[config.mk]
export PLATFORM = sky130hd
export DESIGN_NAME = three_phase_microstep_sequencer
export DESIGN_NICKNAME = d
export VERILOG_FILES = /design/src/rtl/tpms_pkg.sv /design/src/rtl/tpms_step_unit.sv /design/src/rtl/three_phase_microstep_sequencer.sv
export VERILOG_INCLUDE_DIRS = /design/src /design/src/rtl
export SDC_FILE = /design/constraint.sdc
export NUM_CORES = 1
export LEC_CHECK = 0
export BUFFER_PORTS_ARGS = -buffer_cell sky130_fd_sc_hd__buf_2
export CAP_MARGIN = 5
export CORE_MARGIN = 3
export CORE_UTILIZATION = 45
export CTS_BUF_LIST = sky130_fd_sc_hd__clkbuf_4 sky130_fd_sc_hd__clkbuf_8 sky130_fd_sc_hd__clkbuf_16
export CTS_CLUSTER_SIZE = 25
export DETAILED_ROUTE_END_ITERATION = 7
export GPL_TIMING_DRIVEN = 0
export MAX_ROUTING_LAYER = met4
export PLACE_DENSITY_LB_ADDON = 0.3
export SKIP_CTS_REPAIR_TIMING = 1
export SLEW_MARGIN = 20
export SYNTH_ARGS = -nofsm -noshare
export SYNTH_HDL_FRONTEND = slang
export SYNTH_SLANG_ARGS = --single-unit
[constraint.sdc]
create_clock -name clk -period 10.8 [get_ports clk]
set_clock_uncertainty 0.1 [all_clocks]
set_input_delay 2.7 -clock clk [delete_from_list [all_inputs] [get_ports clk]]
set_output_delay 2.7 -clock clk [all_outputs]
set_load 0.005 [all_outputs]
[src/rtl/three_phase_microstep_sequencer_macros.svh]
// ----------------------------------------------------------------------------
// Assertion macros for the three-phase microstep sequencer
// Clocked on clk, disabled while arst_n is low.
// ----------------------------------------------------------------------------
`ifndef THREE_PHASE_MICROSTEP_SEQUENCER_MACROS_SVH
`define THREE_PHASE_MICROSTEP_SEQUENCER_MACROS_SVH

`ifndef NO_ASSERTIONS

// Same-cycle implication
`define TPMS_ASSERT_IMP(lbl, ante, cons) \
	lbl: assert property (@(posedge clk) disable iff (!arst_n) (ante) |-> (cons)) \
		else $error("tpms assertion failed");

// Next-cycle implication
`define TPMS_ASSERT_NXT(lbl, ante, cons) \
	lbl: assert property (@(posedge clk) disable iff (!arst_n) (ante) |=> (cons)) \
		else $error("tpms assertion failed");

`else

`define TPMS_ASSERT_IMP(lbl, ante, cons)
`define TPMS_ASSERT_NXT(lbl, ante, cons)

`endif

`endif

[src/rtl/tpms_pkg.sv]
// ----------------------------------------------------------------------------
// tpms_pkg
// Types and constants shared by the microstep sequencer modules.
// ----------------------------------------------------------------------------
`default_nettype none

package tpms_pkg;

	localparam int LEVEL_BITS = 8;
	localparam int MAX_STEPS  = 64;
	localparam int STEP_BITS  = 7;
	localparam int WINDINGS   = 3;
	localparam int WIDX_BITS  = $clog2(WINDINGS);
	localparam int PIN_BITS   = 8;
	localparam int OP_BITS    = 2;

	typedef logic [LEVEL_BITS-1:0] level_t;
	typedef logic [WIDX_BITS-1:0]  widx_t;
	typedef logic [STEP_BITS-1:0]  steps_t;
	typedef logic [PIN_BITS-1:0]   pin_t;
	typedef level_t [WINDINGS-1:0] level_vec_t;

	localparam level_t LEVEL_TOP = {LEVEL_BITS{1'b1}};
	localparam steps_t STEP_MAX  = STEP_BITS'(MAX_STEPS);

	localparam widx_t WIDX_A = WIDX_BITS'(0);
	localparam widx_t WIDX_B = WIDX_BITS'(1);
	localparam widx_t WIDX_C = WIDX_BITS'(2);

	typedef enum logic [OP_BITS-1:0] {
		OP_LOAD       = 2'd0,
		OP_STEP_RIGHT = 2'd1,
		OP_STEP_LEFT  = 2'd2,
		OP_NONE       = 2'd3
	} op_t;

	typedef enum logic [1:0] {
		CFG_PIN_A = 2'd0,
		CFG_PIN_B = 2'd1,
		CFG_PIN_C = 2'd2,
		CFG_NONE  = 2'd3
	} cfg_idx_t;

	typedef enum logic [1:0] {
		ST_IDLE,
		ST_LOAD,
		ST_STEP
	} state_t;

	typedef struct packed {
		logic [OP_BITS-1:0] operation;
		steps_t             step_count;
		level_t             level_a;
		level_t             level_b;
		level_t             level_c;
	} in_word_t;

	typedef struct packed {
		pin_t   pin_number;
		level_t pin_level;
		logic   last;
	} out_word_t;

	// result of one microstep: which winding moves and its new level
	typedef struct packed {
		widx_t  widx;
		level_t level;
	} step_res_t;

endpackage

`default_nettype wire

[src/rtl/tpms_step_unit.sv]
// ----------------------------------------------------------------------------
// tpms_step_unit
// Compare and increment/decrement unit shared by every microstep.
// ----------------------------------------------------------------------------
`default_nettype none

module tpms_step_unit import tpms_pkg::*; (
	input  level_vec_t levels,
	input  logic       left,
	output step_res_t  res
);

	widx_t  j, i, k, ir, kr, w;
	level_t lj, li, lk, lw;
	logic   up;

	always_comb begin
		// highest winding, lowest index wins a tie
		j = WIDX_A;
		if (levels[WIDX_B] > levels[WIDX_A]) begin
			j = WIDX_B;
		end
		if (levels[WIDX_C] > levels[j]) begin
			j = WIDX_C;
		end

		unique case (j)
			WIDX_A: begin
				ir = WIDX_C;
				kr = WIDX_B;
			end
			WIDX_B: begin
				ir = WIDX_A;
				kr = WIDX_C;
			end
			default: begin
				ir = WIDX_B;
				kr = WIDX_A;
			end
		endcase

		// swap neighbors when stepping left
		i = left ? kr : ir;
		k = left ? ir : kr;

		lj = levels[j];
		li = levels[i];
		lk = levels[k];

		priority if (li > lk) begin
			w  = i;
			up = 1'b0;
		end else if (li == lk) begin
			w  = k;
			up = 1'b1;
		end else if (lk == lj) begin
			w  = j;
			up = 1'b0;
		end else begin
			w  = k;
			up = 1'b1;
		end

		lw = levels[w];
		res.widx = w;
		if (up) begin
			res.level = (lw == LEVEL_TOP) ? lw : lw + 1'b1;
		end else begin
			res.level = (lw == '0) ? lw : lw - 1'b1;
		end
	end

endmodule

`default_nettype wire

[src/rtl/three_phase_microstep_sequencer.sv]
// ----------------------------------------------------------------------------
// three_phase_microstep_sequencer
// Drive-level sequencer for a three-winding reluctance motor.
// ----------------------------------------------------------------------------
// Usage:
//   in_valid/in_stall/in_data take one command word: a load of all three
//   winding levels, or a right/left run of step_count microsteps (capped at
//   64). Operation three and a zero count are dropped. out_valid/out_stall/
//   out_data give one pin write word per loaded winding or microstep, with
//   last on the final word. cfg_we/cfg_index/cfg_data set each winding's pin
//   number; write only while idle.
// Timing:
//   After a command is taken, one word is produced per cycle unless out_stall
//   holds the output register; step words come from the shared compare/increment
//   unit, load words from the level registers. The first word reaches out_valid
//   via the state register and the output register. in_stall is high while it runs.
// Reset: arst_n clears all levels to zero, pins to 0/1/2, the sequencer to idle.
// Stall: while out_stall holds a word in the output register, a running command
//   holds its state; no word is lost or repeated.
// ----------------------------------------------------------------------------
`default_nettype none

`include "three_phase_microstep_sequencer_macros.svh"

module three_phase_microstep_sequencer import tpms_pkg::*; (
	input  logic      clk,
	input  logic      arst_n,
	input  logic      in_valid,
	output logic      in_stall,
	input  in_word_t  in_data,
	output logic      out_valid,
	input  logic      out_stall,
	output out_word_t out_data,
	input  logic      cfg_we,
	input  cfg_idx_t  cfg_index,
	input  pin_t      cfg_data
);

	state_t     state_q, state_d;
	level_vec_t lvl_q;
	pin_t       pin_q [WINDINGS];
	steps_t     steps_q;
	logic       left_q;
	widx_t      widx_q;
	logic       out_valid_q;
	out_word_t  out_data_q;

	logic       in_fire;
	logic       emit;
	op_t        op;
	steps_t     cnt_sat;
	step_res_t  step_res;
	out_word_t  out_d;

	tpms_step_unit u_step (
		.levels (lvl_q),
		.left   (left_q),
		.res    (step_res)
	);

	assign op      = op_t'(in_data.operation);
	assign cnt_sat = (in_data.step_count > STEP_MAX) ? STEP_MAX : in_data.step_count;
	assign in_fire = in_valid && !in_stall;
	// advance only when the output register is free or being drained
	assign emit    = (state_q != ST_IDLE) && (!out_valid_q || !out_stall);

	// next state
	always_comb begin
		state_d = state_q;
		unique case (state_q)
			ST_IDLE: begin
				if (in_fire) begin
					if (op == OP_LOAD) begin
						state_d = ST_LOAD;
					end else if ((op == OP_STEP_RIGHT || op == OP_STEP_LEFT) &&
						cnt_sat != '0) begin
						state_d = ST_STEP;
					end
				end
			end
			ST_LOAD: begin
				if (emit && widx_q == WIDX_C) begin
					state_d = ST_IDLE;
				end
			end
			ST_STEP: begin
				if (emit && steps_q == STEP_BITS'(1)) begin
					state_d = ST_IDLE;
				end
			end
			default: state_d = ST_IDLE;
		endcase
	end

	// outputs: handshake and the next result word
	always_comb begin
		in_stall = (state_q != ST_IDLE);
		out_d    = '0;
		unique case (state_q)
			ST_LOAD: begin
				out_d.pin_number = pin_q[widx_q];
				out_d.pin_level  = lvl_q[widx_q];
				out_d.last       = (widx_q == WIDX_C);
			end
			ST_STEP: begin
				out_d.pin_number = pin_q[step_res.widx];
				out_d.pin_level  = step_res.level;
				out_d.last       = (steps_q == STEP_BITS'(1));
			end
			default: out_d = '0;
		endcase
	end

	always_ff @(posedge clk or negedge arst_n) begin
		if (!arst_n) begin
			state_q     <= ST_IDLE;
			lvl_q       <= '0;
			pin_q[0]    <= PIN_BITS'(0);
			pin_q[1]    <= PIN_BITS'(1);
			pin_q[2]    <= PIN_BITS'(2);
			steps_q     <= '0;
			left_q      <= 1'b0;
			widx_q      <= WIDX_A;
			out_valid_q <= 1'b0;
		end else begin
			state_q <= state_d;

			// pin registers
			if (cfg_we) begin
				unique case (cfg_index)
					CFG_PIN_A: pin_q[0] <= cfg_data;
					CFG_PIN_B: pin_q[1] <= cfg_data;
					CFG_PIN_C: pin_q[2] <= cfg_data;
					default: ;
				endcase
			end

			// take a command
			if (in_fire) begin
				if (op == OP_LOAD) begin
					lvl_q[WIDX_A] <= in_data.level_a;
					lvl_q[WIDX_B] <= in_data.level_b;
					lvl_q[WIDX_C] <= in_data.level_c;
					widx_q        <= WIDX_A;
				end else if (op == OP_STEP_RIGHT || op == OP_STEP_LEFT) begin
					left_q  <= (op == OP_STEP_LEFT);
					steps_q <= cnt_sat;
				end
			end

			// run one word of the command
			if (emit) begin
				if (state_q == ST_LOAD) begin
					widx_q <= widx_q + 1'b1;
				end else begin
					lvl_q[step_res.widx] <= step_res.level;
					steps_q              <= steps_q - 1'b1;
				end
			end

			// output register: load on emit, drop when taken
			if (emit) begin
				out_valid_q <= 1'b1;
			end else if (!out_stall) begin
				out_valid_q <= 1'b0;
			end
		end
	end

	always_ff @(posedge clk) begin
		if (emit) begin
			out_data_q <= out_d;
		end
	end

	assign out_valid = out_valid_q;
	assign out_data  = out_data_q;

	// steps left only inside a step run
	`TPMS_ASSERT_IMP(a_steps_idle, steps_q != '0, state_q == ST_STEP)
	// the last word closes the command
	`TPMS_ASSERT_NXT(a_last_idle, emit && out_d.last, state_q == ST_IDLE)
	// load index stays on a winding
	`TPMS_ASSERT_IMP(a_load_idx, state_q == ST_LOAD, widx_q <= WIDX_C)
	// no word moves while the output register is stalled
	`TPMS_ASSERT_IMP(a_hold_on_stall, out_valid_q && out_stall, !emit)

endmodule

`default_nettype wire

# Yosys cells after proc, flatten, opt, wreduce, memory -nomap -nowiden
# Index checks and enable logic that the tools add are counted.
# W data, S select, Z words.
[totals] rom_bits=0 latchBits=0 inputBits=48 reg_bits=78 mem_count=0 out_inout_bits=19 elab_cells=133 ram_bits=0
[op_classes] add_sub_neg=4 mul=0 n_eq_ne=17 magnitude_cmp=13 shift=0 bitwise=3 reduce_logical=23 mux=59 div_mod_pow=0
[op_table] cell="$bmux W8 S2" count=8
[op_table] cell="$mux W8" count=14
[op_table] cell="$mux W24" count=4
[op_table] cell="$mux W7" count=6
[op_table] cell="$pmux W17 S2" count=1
[op_table] cell="$mux W2" count=15
[op_table] cell="$bwmux W24" count=1
[op_table] cell="$gt A8 B8 Y1" count=3
[op_table] cell="$demux W8 S2" count=1
[op_table] cell="$eq A8 B8 Y1" count=2
[op_table] cell="$lt A2 B3 Y1 const B" count=5
[op_table] cell="$add A8 B1 Y8 const B" count=1
[op_table] cell="$eq A2 B1 Y1 const B" count=4
[op_table] cell="$eq A2 B2 Y1 const B" count=4
[op_table] cell="$eq A8 B8 Y1 const B" count=1
[op_table] cell="$logic_not A2 Y1" count=4
[op_table] cell="$logic_not A8 Y1" count=1
[op_table] cell="$pmux W2 S2" count=2
[op_table] cell="$sub A8 B1 Y8 const B" count=1
[op_table] cell="$eq A7 B1 Y1 const B" count=1
[op_table] cell="$gt A7 B7 Y1 const B" count=1
[op_table] cell="$reduce_bool A7 Y1" count=1
[op_table] cell="$sub A7 B1 Y7 const B" count=1
[op_table] cell="$ge A3 B3 Y1 const B" count=2
[op_table] cell="other kinds (17)" count=35

# Logic depth before layout (Yosys ltp)
# Gate-level depths: netlist of run 1.
[depth] word_depth=23 depth_mapped=45 mapped_depth_nobuf=37

# By module
# From an unflattened synthesis of run 1, not the netlist that was laid out.
[hier_totals] cells_unflattened=762 hier_area_um2=6896.6
[modules_own_cells] mod="three_phase_microstep_sequencer" area_each_um2=4229.1 instances=1 cells_each=379
[modules_own_cells] mod="tpms_step_unit" area_each_um2=2667.6 instances=1 cells_each=383

# Worst setup path after synthesis of run 1
# OpenSTA, ideal clock, no wires.
[synth_path] path_kind="register to register" from="reg lvl_q[1] (netlist bit)" to="reg out_data_q (netlist bit out_data[2]), data pin" setup_ns=0.259 setup_slack_ns=2.097 arrival_ns=8.344 path_stages_with_launch=43 cell_sequence="dfrtp_1 > clkbuf_1 > inv_1 > ha_1 > nor2b_1 > o211a_1 > o21a_1 > nor2_1 > buf_2 > buf_1 > a21oi_1 > ha_1 > nor2b_1 > o211ai_1 > a211oi_1 > or2_1 > clkbuf_1 > clkbuf_1 > [... 7 more ...] > nand4_1 > nor2_1 > a21oi_1 > or3b_1 > nor4_2 > o2111ai_2 > or4_1 > buf_2 > and3_1 > buf_6 > buf_6 > o221ai_2 > ha_1 > nand3_1 > buf_2 > o31a_1 > a211oi_1 > nor2_1"
[synth_rtl] item="start, declared" line_no="three_phase_microstep_sequencer.sv:40" rtl="level_vec_t lvl_q;"
[synth_rtl] item="start signal, assigned by index" line_no="three_phase_microstep_sequencer.sv:141" rtl="lvl_q[WIDX_A] <= in_data.level_a;"
[synth_rtl] item="start signal, assigned by index" line_no="three_phase_microstep_sequencer.sv:142" rtl="lvl_q[WIDX_B] <= in_data.level_b;"
[synth_rtl] item="start signal, assigned by index" line_no="three_phase_microstep_sequencer.sv:143" rtl="lvl_q[WIDX_C] <= in_data.level_c;"
[synth_rtl] item="end signal, assigned" line_no="three_phase_microstep_sequencer.sv:172" rtl="out_data_q <= out_d;"
[synth_rtl] item="end, declared" line_no="three_phase_microstep_sequencer.sv:46" rtl="out_word_t out_data_q;"

# Worst setup path in the final report of run 1
[layout_path] from="reg lvl_q[4] (netlist bit)" to="reg lvl_q[17] (netlist bit)"
[layout_between] elab_chain_len=23 elab_cells_between_ends=44 cone_classes="2 x add/sub; 5 x order compare; 4 x eq/ne; 30 x mux; 3 x reduce/logical"
[layout_lines] item="branches (longest 20 deep; another with $gt A8 B8 Y1)"
[layout_lines] item="$bwmux W24 (*)" line_no="three_phase_microstep_sequencer.sv:156" rtl="lvl_q[step_res.widx] <= step_res.level;"
[layout_lines] item="$mux W24 (*)" line_no="three_phase_microstep_sequencer.sv:153" rtl="if (state_q == ST_LOAD) begin"
[layout_lines] item="$mux W24 (*)" line_no="three_phase_microstep_sequencer.sv:152" rtl="if (emit) begin"
# Mark *: on every way between the ends. The select of a mux whose other input is x is not followed.
# A chain may end at the register's enable or synchronous reset.

==> metrics.yaml, run 1 <==
status:
  run_status: "complete, no violations"
timing:
  slew_viol_final: 0
  rsz0062_at_grt: "false"
  finalWorstPathRequiredPeriod_ns: 10.10
  relative_slew_slack: 0.4047
  max_freq_mhz: 99.01
  final-hold-violation-count: 0
  share_of_the_clock_period_used_by_the_worst_path: 0.9352
  finalWorstSetupSlack_ns: 0.6997
  worst-slew-pin-transition_ns: 0.8930
  timing.final.setup_violations: 0
synth:
  postSynthNetCount: 874
  syn_inst: 792
  synth_seq_area_share: 0.3034
  synthesized_cell_area_sq_um: 6723
  synth-edff-count: 17
  yosys_warnings: 0
  syn-mean-instance-area_sq_um: 8.488
  ys_ff_latch: 78
  async_flop_share: 0.7821
  ys.flop_type: "dfrtp_1"
  synth_cell_type_count: 80
grt:
  gr-total-overflow: 0
  antenna_found_initial: 0
  grt_start_max_net_pins: 40
  grt_pass1_wl_mm: 35.49
  grt_use_total: 0.2824
  first_global_vias: 6494
critical_path:
  cp-start-kind: "flop"
  worst_path_largest_cell_delay_ns: 0.58
  timing.critical_path.arrival_ns: 10.19
  worst_ep_required_time_ns: 10.89
  worstSetupPathType: "reg -> reg"
  crit_fanout: 10
  type_of_element_capturing_the_critical_path: "flop"
  critical-path-slowest-cell: "dfrtp_1"
clock_network:
  cts-root-buf: "clkbuf_16"
  clkLatencyLatePin_ns: 0.34
  clock_tree_from_tritoncts: "built"
  cts.sink_count: 78
  cts_made_buffers: 9
  cts-root-to-sink-buffers: 2
  h-tree-depth: 3
  clk_transition_reported_paths_ns: 0.07
route:
  wl_mm: 22.60
  detail_route.iter0.violations: 644
  routed_wire_length_per_instance_microns: 21.32
  drt_drc_violations_left: 0
  detailroute.via_count: 6725
  route.detailed.vias_per_inst: 6.344
  firstDrtPassIters: 5
  antenna_left: 0
flow_run:
  maxCapViolCount: 0
die:
  dieHeight_microns: 128.2
  boundaryPins: 67
  core.rowCount: 44
  initial_core_util: 0.4608
  floorplan.core_area_sq_um: 14590
  die-area_sq_um: 16440
  fp.dieW_microns: 128.2
finish:
  nNetsFinal: 953
  postLayoutCoreUtil: 0.5343
  diodes: 0
  final_layout_size_suffix_gt1_frac: 0.2180
  most_frequent_cells_in_the_layout: "nand2_1 (79), buf_2 (71), nor2_1 (69)"
  multi_input_area_sq_um: 4393
  layout.filler_cells: 1405
  syn2layout_area_growth_pct: 15.95
  post-route-cell-area_sq_um: 7795
  layout_commonest_cell: "nand2_1"
  reg_area_sq_um: 2042
worst_hold_path:
  min_path_type: "reg -> reg"
place:
  count_of_input_and_output_buffers: 66
  placement.cell_area_sq_um: 7322
  dp_hpwl_mm: 16.32
  preCtsSetupSlack_ns: -0.3416
  gp_congestion: 0.9551
-- critical path, delay by kind of cell, from the launching register on --
family,cells,cell delay (ns)
AOI/OAI and AO/OA,11,2.65
DFF,1,0.58
and+or+nand+nor,15,2.95
adders and majority gates,4,1.21
buffers and inverters,9,1.99
muxes,1,0.41
-- registers in the layout, indices dropped and copies added (netlist names) --
name,count
state_q,2
steps_q,7
widx_q,2
out_valid,1
pin_q,24
lvl_q,24
left_q,1
out_data,17
-- Yosys cell counts (all sizes together), types with 5 or more instances --
library cell	number	area share
nand2	79	0.044
nor2	69	0.039
a21oi	64	0.048
dfrtp	59	0.22
o21ai	50	0.037
mux2	49	0.082
clkbuf	48	0.027
ha	34	0.063
inv	34	0.019
mux2i	31	0.046
a22oi	21	0.024
nor3	18	0.017
edfxtp	17	0.076
nand3	15	0.011
nand4	14	0.013
a31oi	13	0.012
buf	12	0.013
a311oi	10	0.015
nor4	10	0.014
a211oi	9	0.010
o22ai	9	0.0084
xnor2	9	0.012
o211ai	7	0.0086
o31ai	7	0.0086
and3	6	0.0056
nor2b	6	0.0056
a221o	5	0.0074
or2	5	0.0047
xor2	5	0.0065
-- cells by family (layout without fill, tap and decap cells) --
kind of cell,Yosys count,after routing,synth area share
AOI/OAI and AO/OA,243,243,0.2457
and+or+nand+nor,247,247,0.1815
adders and majority gates,34,34,0.06328
muxes,80,80,0.1282
xor gates and xnor gates,14,14,0.01824
DFF,78,78,0.3034
buffers and inverters,96,180,0.05974
-- cell type report --
type,instances,area share
repair buffers,72,0.05008
well taps,184,0.02953
clock inverters,5,0.01124
inverters,36,0.01782
flip-flops and latches,78,0.2620
plain buffers,56,0.03274
multi-input cells,618,0.5636
clock buffers,11,0.03307
-- through the flow --
step	instances	hold WS (ns)	setup TNS, ns
global placement	1042	0.3724	-3.538
floorplan	792	0.3530	0
global route	1060	0.4308	0
CTS	1059	0.3895	-4.534
detailed placement	1043	0.3800	-3.017
finish	1060	0.3884	0
-- path summary, 6_finish.rpt --
check | slack [ns] | endpoint | start | cells past startpoint
hold reg to reg | 0.39 | steps_q[6]$_DFF_PN0_ | steps_q[6]$_DFF_PN0_ | 1
max in group asynchronous | 7.86 | pin_q[1]$_DFFE_PN1P_ | arst_n | 2
min in group asynchronous | 2.17 | pin_q[9]$_DFFE_PN0P_ | arst_n | 1
setup / recovery | 0.70 | lvl_q[17]$_DFF_PN0_ | lvl_q[4]$_DFF_PN0_ | 40
hold / removal | 0.39 | steps_q[6]$_DFF_PN0_ | steps_q[6]$_DFF_PN0_ | 1
setup reg to reg | 0.70 | lvl_q[17]$_DFF_PN0_ | lvl_q[4]$_DFF_PN0_ | 40
-- per-layer routing --
metal,vias to the layer above,track usage,wire length [microns]
li1,3119,-,-
met1,3196,0.3848,9739
met2,345,0.4248,10260
met3,65,0.04042,1835
met4,0,0.1105,764
met5,-,-,0
Power of run 1 is left out: the tool's default activity adds up to more than one toggle a clock period on the data nets, which glitch-free logic cannot reach.
==> run 2: changes to the inputs <==
Settings changed: GPL_TIMING_DRIVEN 0 to not set.
==> run 2 against run 1 <==
Effect of this change: sequential cell count stayed put; maximum frequency increased by 0.18%; global-route usage shrank 0.91 points; die area unchanged; critical path depth shrank 5; wire length is 3.4% lower; sequential share of layout area is 0.92 points higher; count of clock-buffer cells in the layout down 2.
==> metrics.yaml, run 2 (synthesis results as in run 1) <==
critical_path:
  worstSetupPathType: "reg -> reg"
  crit_fanout: 20  # +10
  worstSetupStartpoint: "lvl_q[3]$_DFF_PN0_"
  worst_path_largest_cell_delay_ns: 0.74  # +0.16 ns
  type_of_element_capturing_the_critical_path: "flop"
  cp-start-kind: "flop"
  r2r_slack_ns: 0.72  # +0.02 ns
  rr_startpoint: "lvl_q[3]$_DFF_PN0_"
  timing.critical_path.arrival_ns: 10.06  # -0.13 ns
  capture_instance_of_the_worst_register_to_register_path: "out_data[5]$_DFFE_PP_"
  critical-path-slowest-cell: "or4_1"
  most_frequent_cp_cell: "nor2_1"
  endpoint: "out_data[5]$_DFFE_PP_"
  rr_worst_depth: 35  # -13%
  worst_ep_required_time_ns: 10.78  # -0.11 ns
die:
  floorplan.core_area_sq_um: 14590  # unchanged
  core.rowCount: 44  # unchanged
  fp.dieW_microns: 128.2  # unchanged
  boundaryPins: 67  # unchanged
  dieHeight_microns: 128.2  # unchanged
  initial_core_util: 0.4608  # unchanged
  die-area_sq_um: 16440  # unchanged
grt:
  grt_pass1_wl_mm: 34.36  # -3.2%
  antenna_found_initial: 0  # unchanged
  first_global_vias: 6366  # -2.0%
  grt_start_max_net_pins: 62  # +55%
  gr-total-overflow: 0  # unchanged
  grt_use_total: 0.2733  # -0.009148
clock_network:
  cts.sink_count: 78  # unchanged
  cts-root-buf: "clkbuf_16"
  cts_made_buffers: 9  # unchanged
  h-tree-depth: 3  # unchanged
  cts-root-to-sink-buffers: 2  # unchanged
  clock_tree_from_tritoncts: "built"
  clkLatencyLatePin_ns: 0.34  # about the same
  clk_transition_reported_paths_ns: 0.06  # about the same
timing:
  rsz0062_at_grt: "false"
  setup_total_negative_slack_ns: 0  # unchanged
  final-hold-violation-count: 0  # unchanged
  share_of_the_clock_period_used_by_the_worst_path: 0.9335  # -0.001689
  worst-slew-pin-transition_ns: 0.8860  # -0.006963 ns
  slew_viol_final: 0  # unchanged
  finalWorstPathRequiredPeriod_ns: 10.08  # -0.01824 ns
  relative_slew_slack: 0.4081  # +0.003426
  timing.final.setup_violations: 0  # unchanged
  max_freq_mhz: 99.19  # +0.18%
finish:
  most_frequent_cells_in_the_layout: "nand2_1 (79), nor2_1 (69), buf_2 (66)"
  final_layout_size_suffix_gt1_frac: 0.2200  # +0.001940
  layout_commonest_cell: "nand2_1"
  nNetsFinal: 918  # -3.7%
  syn2layout_area_growth_pct: 11.89
  diodes: 0  # unchanged
route:
  drt_drc_violations_left: 0  # unchanged
  antenna_left: 0  # unchanged
  routed_wire_length_per_instance_microns: 21.31  # about the same
  route.detailed.vias_per_inst: 6.398  # +0.85%
  firstDrtPassIters: 8  # +3
  detail_route.iter0.violations: 880  # +37%
  detailroute.via_count: 6558  # -2.5%
  wl_mm: 21.84  # -3.4%
status:
  run_status: "complete, no violations"
place:
  gp_congestion: 1.012  # +5.9%
  dp_hpwl_mm: 15.49  # -5.1%
  count_of_input_and_output_buffers: 66  # unchanged
worst_hold_path:
  min_path_type: "reg -> reg"
flow_run:
  maxCapViolCount: 0  # unchanged
[run 2: changes by cell type in the layout (fill, tap and decap cells not counted), moves of 3 or more]
cell	delta
buf_6	-4
clkbuf_2	-3
buf_4	+20
buf_2	-5
clkbuf_1	-42
[run 2: critical path: cells and delay by family (launching register included)]
family	cells	cell delay, ns
flops	1	0.51
fa+ha+maj	4	1.25
mux	1	0.27
simple gates	16	4.01
buf+inv	4	0.86
compound gates	10	2.81
[run 2: worst min-delay path by stage]
stage	startpoint	endpoint	slack (ns)	cells past startpoint
6_report	steps_q[6]$_DFF_PN0_	steps_q[6]$_DFF_PN0_	0.40	1
2_1_floorplan	steps_q[6]$_DFF_PN0_	steps_q[6]$_DFF_PN0_	0.35	1
3_3_place_gp	steps_q[6]$_DFF_PN0_	steps_q[6]$_DFF_PN0_	0.38	1
5_1_grt	steps_q[6]$_DFF_PN0_	steps_q[6]$_DFF_PN0_	0.44	1
4_1_cts	steps_q[6]$_DFF_PN0_	steps_q[6]$_DFF_PN0_	0.40	1
3_5_place_dp	steps_q[6]$_DFF_PN0_	steps_q[6]$_DFF_PN0_	0.38	1
[run 2: area by class of cell]
type | count | area [sq um]
multi-input combinational | 618 | 4285
inverter | 36 | 135.1
clock inverter | 7 | 73.82
sequential | 78 | 2039
tap | 184 | 230.2
clock buffer | 9 | 225.2
fill | 1381 | 7067
timing repair buffer | 93 | 533.0
[run 2: metrics by stage]
| stage | instance area, sq um | utilization | setup WS (ns) | std cells | hold WS, ns |
|---|---|---|---|---|---|
| 6_report | 7522 | 0.5156 | 0.7179 | 1025 | 0.3962 |
| 3_5_place_dp | 7223 | 0.4951 | 0.9784 | 1009 | 0.3809 |
| 2_1_floorplan | 6723 | - | 2.097 | 792 | 0.3530 |
| 3_3_place_gp | 7223 | 0.4951 | 1.038 | 1009 | 0.3823 |
| 5_1_grt | 7522 | 0.5156 | 0.1385 | 1025 | 0.4447 |
| 4_1_cts | 7522 | 0.5156 | 0.9598 | 1025 | 0.3955 |
[run 2: metal layers]
metal | GRT usage | up-vias | part of all wire
li1 | - | 3046 | -
met1 | 0.3620 | 3107 | 0.43
met2 | 0.4104 | 325 | 0.45
met3 | 0.04875 | 80 | 0.078
met4 | 0.1186 | 0 | 0.044
met5 | - | - | 0
Power of run 2 is left out for the same reason.
